--- config.mk ---
export PLATFORM = sky130hd
export DESIGN_NAME = lbcd_ram
export DESIGN_NICKNAME = d
export VERILOG_FILES = /design/src/hw/rtl/lru_block_cache_directory_assert.svh /design/src/hw/rtl/lbcd_ram.sv
export SDC_FILE = /design/constraint.sdc
export NUM_CORES = 1
export LEC_CHECK = 0
export BUFFER_PORTS_ARGS = -buffer_cell sky130_fd_sc_hd__buf_4
export CAP_MARGIN = 30
export CORE_ASPECT_RATIO = 1.1
export CORE_MARGIN = 1.5
export CORE_UTILIZATION = 33
export DETAILED_ROUTE_END_ITERATION = 6
export GPL_ROUTABILITY_DRIVEN = 0
export PLACE_DENSITY = 0.59
export SYNTH_ARGS = -nofsm -noshare
export SYNTH_HDL_FRONTEND = slang
export SYNTH_SLANG_ARGS = --single-unit
--- constraint.sdc ---
create_clock -name clk_i -period 1.75 [get_ports clk_i]
set_input_delay 0.0875 -clock clk_i [delete_from_list [all_inputs] [get_ports clk_i]]
set_output_delay 0.0875 -clock clk_i [all_outputs]
set_load 0.01 [all_outputs]
--- src/hw/rtl/lru_block_cache_directory_assert.svh ---
// assertion macros shared by the directory rtl
`ifndef LRU_BLOCK_CACHE_DIRECTORY_ASSERT_SVH
`define LRU_BLOCK_CACHE_DIRECTORY_ASSERT_SVH

// clocked assertion, disabled while reset is low
`define LBCD_ASSERT(lbl, clk, rstn, prop) \
  lbl: assert property (@(posedge clk) disable iff (!(rstn)) (prop)) \
    else $error("lbcd assertion failed");

// clocked assertion, checked during reset too
`define LBCD_ASSERT_ALWAYS(lbl, clk, prop) \
  lbl: assert property (@(posedge clk) (prop)) \
    else $error("lbcd assertion failed");

`endif

--- src/hw/rtl/lbcd_ram.sv ---
// ----------------------------------------------------------------------------
// lbcd_ram
// generic simple dual port ram, one write and one registered read port
// ----------------------------------------------------------------------------
`timescale 1ns / 1ps
`default_nettype none

module lbcd_ram #(
  parameter int unsigned WIDTH = 8,
  parameter int unsigned DEPTH = 64
) (
  input  wire logic                     clk_i,
  input  wire logic                     we_i,
  input  wire logic [$clog2(DEPTH)-1:0] waddr_i,
  input  wire logic [WIDTH-1:0]         wdata_i,
  input  wire logic [$clog2(DEPTH)-1:0] raddr_i,
  output logic      [WIDTH-1:0]         rdata_o
);

  logic [WIDTH-1:0] mem_q [DEPTH];

  always_ff @(posedge clk_i) begin
    if (we_i) begin
      mem_q[waddr_i] <= wdata_i;
    end
    rdata_o <= mem_q[raddr_i];
  end

endmodule

`default_nettype wire
==> impl_metrics.json <==
{
  "leakage_nw": 7.76,
  "numCtsBuffers": 49,
  "arrival_ps": 2300,
  "violations": "negative setup slack",
  "fin_crit_ps": 1840,
  "slew_viol_final": 0,
  "yosysMostFrequentCell": "edfxtp_1",
  "grt_use_total_pct": 15.2,
  "routedWlPerCell_um": 23.8,
  "maxCapViolations": 0,
  "crit_path_start_kind": "flop",
  "r2r_end": "rdata_o[2]",
  "yosysSeqAreaShare_pct": 77.0,
  "grt_use_met2_pct": 25.3,
  "clockRootBuffer": "clkbuf_16",
  "hp-class": "primary input to flop",
  "holdPathStages": 3,
  "drtPass1Iterations": 4,
  "cp_cell_sequence": "mux4_2 > mux4_2 > nor2_4 > nor3_1 > o2bb2ai_1",
  "synth_top_cell_area_share_pct": 76.2,
  "drc": 0,
  "power_frac_clock_pct": 40.6,
  "period_share_pct": 105,
  "vias": 9858,
  "via_per_inst": 4.97,
  "pwr-share-comb_pct": 5.7,
  "crit_type": "flop to flop",
  "fp.dieArea_um2": 62600,
  "drive_gt1_share_pct": 35.2,
  "seqCellArea_um2": 15500,
  "ir_worst_vdd_mv": 0.660,
  "critical_path.max_fanout": 1,
  "cp_slowest_cell": "mux4_2",
  "num_rows": 94,
  "avgSynthCellArea_um2": 21.5,
  "holdPathEnd": "mem_q[49][2]",
  "yosys_warnings": 0,
  "slowest_delay_ps": 540,
  "clock_path_buffers": 3,
  "fp.coreArea_um2": 60100,
  "grt_pass1_vias": 10289,
  "postCtsSetupRepairBufs": 0,
  "p_per_area_nw_per_um2": 1070,
  "synthFlopType": "edfxtp_1",
  "rsz0062_at_grt": "yes",
  "status": "finished, violations left",
  "setup_viol": 7,
  "relSlewSlack_pct": 50.4,
  "crit_path_end_kind": "flop",
  "worst_pin_slew_ps": 745,
  "wl_um": 47100,
  "hold_violations": 0,
  "ant_nets": 0,
  "start_util_pct": 33.6,
  "synth_cell_types": 40,
  "met1_usage_pct": 20.3,
  "die-height_um": 262,
  "clkTransAtPathRegs_ps": 60,
  "post-route-cell-area_um2": 24100,
  "drtIter0Drc": 835,
  "internal_power_mw": 20.5,
  "reg2regPathDepth": 5,
  "synthCells": 940,
  "timing.rr.start": "mem_q[14][2]",
  "fin_ws_ps": -89.0,
  "switching_share_pct": 20.4,
  "synth_common_cells": "edfxtp_1, mux4_2, nor2_1, mux2i_1, nand2_1",
  "synth_async_sr_flop_share_pct": 0,
  "num-fill-cells": 5275,
  "synth_edf_count": 512,
  "rrSetupSlack_ps": -90,
  "min_from": "waddr_i[1]",
  "cts_max_level": 2,
  "clk_latency_ps": 570,
  "critPathRequiredTime_ps": 2210,
  "dp_hpwl_um": 30100,
  "fmax_ghz": 0.544,
  "cts_tree": "built",
  "switching_power_mw": 5.27,
  "top_usage_layer": "met2",
  "grt-ovfl-total": 0,
  "multi_input_comb_area_um2": 4420,
  "grt_max_degree": 65,
  "crit_top_cell": "mux4_2",
  "syn2layout_area_growth_pct": 19.7,
  "grt_pass1_wl_um": 69600,
  "boundaryPins": 30,
  "io_buffer_count": 29,
  "synth_top_area_cell": "edfxtp_1",
  "syn-cell-area_um2": 20200,
  "fin_skew_ps": 11.1,
  "p_seq_share_pct": 53.6,
  "place_area_um2": 22500,
  "use_met3_pct": 2.95,
  "synth_fp_nets": 962,
  "holdWs_ps": 68.5,
  "antenna_found_initial": 1,
  "diodes": 0,
  "clock-sinks": 520,
  "die_w_um": 239,
  "setup_tns_ps": -395,
  "ys_top_cells_by_area": "edfxtp_1, mux4_2, nor2_1",
  "nNetsFinal": 1153,
  "synth_seq_cells": 520
}
[cell type report]
type,count,area share (%)
Multi-Input combinational cell,369,18.3
Clock buffer,68,5.58
Clock inverter,19,0.912
Timing Repair Buffer,191,6.60
Tap cell,816,4.23
Sequential cell,520,64.4
[kinds of logic (layout without fill, tap and decap cells)]
kind of cell	count (synthesis)	after routing	synth area share, %
DFF	520	520	77.0
muxes	162	162	15.9
and+or+nand+nor	153	153	3.39
AOI/OAI and AO/OA	54	54	2.07
buffers and inverters	51	278	1.57
[timing repair]
| item | in CTS | in global routing |
|---|---|---|
| endpoints found under the setup margin | 8 | 8 |
| endpoints found under the hold margin | 7 | 0 |
| hold buffers | 1 | 0 |
| resized for setup | 20 | 3 |
| pin swaps | 5 | 1 |
| cloned | 0 | 0 |
[layout by cell type (no fill, tap or decap), types with 4 or more instances in the layout]
master	count
bufinv_16	5
a211oi_1	4
mux2_2	12
nand3_1	13
nand2b_1	7
nor3_1	4
clkbuf_1	14
mux2i_1	23
nor2b_1	14
dfxtp_1	8
clkinv_1	7
buf_12	12
edfxtp_1	512
nand2_1	19
o221ai_1	8
clkinv_2	4
buf_4	177
mux4_2	126
o22ai_1	8
nor2_1	79
clkbuf_8	6
clkbuf_16	49
[power by group through the flow]
stage / Sequential [mW] / Combinational [mW] / Clock [mW]
CTS: 13.8 / 1.50 / 10.7
global route: 13.8 / 1.59 / 11.2
detailed placement: 14.1 / 1.47 / 0
global placement: 14.1 / 1.44 / 0
floorplan: 14.1 / 0.735 / 0
finish: 13.8 / 1.48 / 10.5
[state kept, by name, indices dropped and copies added, names as in the netlist]
signal / count
rdata_o: 8
mem_q: 512
[layer usage]
metal / vias up / share of wire (%)
met4: 2 / 2.6
met5: - / 0.025
met1: 5230 / 41
li1: 4304 / -
met2: 252 / 50
met3: 70 / 5.6
[through the flow]
stage	cells	util (%)	power [mW]	setup slack, ps
finish	1983	40.2	25.8	-89.0
global route	1983	40.2	26.6	-158
CTS	1983	40.1	26.0	-78.1
detailed placement	1895	37.4	15.6	-586
global placement	1895	37.4	15.5	-564
floorplan	940	-	14.8	22.5
[worst max-delay path by stage]
stage                       startpoint         end  slack, ps  cells past startpoint
after global routing       mem_q[3][1]  rdata_o[1]       -160                      5
final                     mem_q[14][2]  rdata_o[2]        -90                      5
after detailed placement    raddr_i[0]  rdata_o[6]       -590                      7
after CTS                 mem_q[15][2]  rdata_o[2]        -80                      5
after global placement      raddr_i[0]  rdata_o[6]       -560                      7
after floorplan             raddr_i[0]  rdata_o[3]         20                      6
[worst max-delay path: cells and delay by family, from the launching register on]
family	cells	cell delay, ps
and+or+nand+nor	2	210
muxes	2	1020
AOI/OAI and AO/OA	1	130
DFF	1	370
Power figures use the tool's default switching activity.
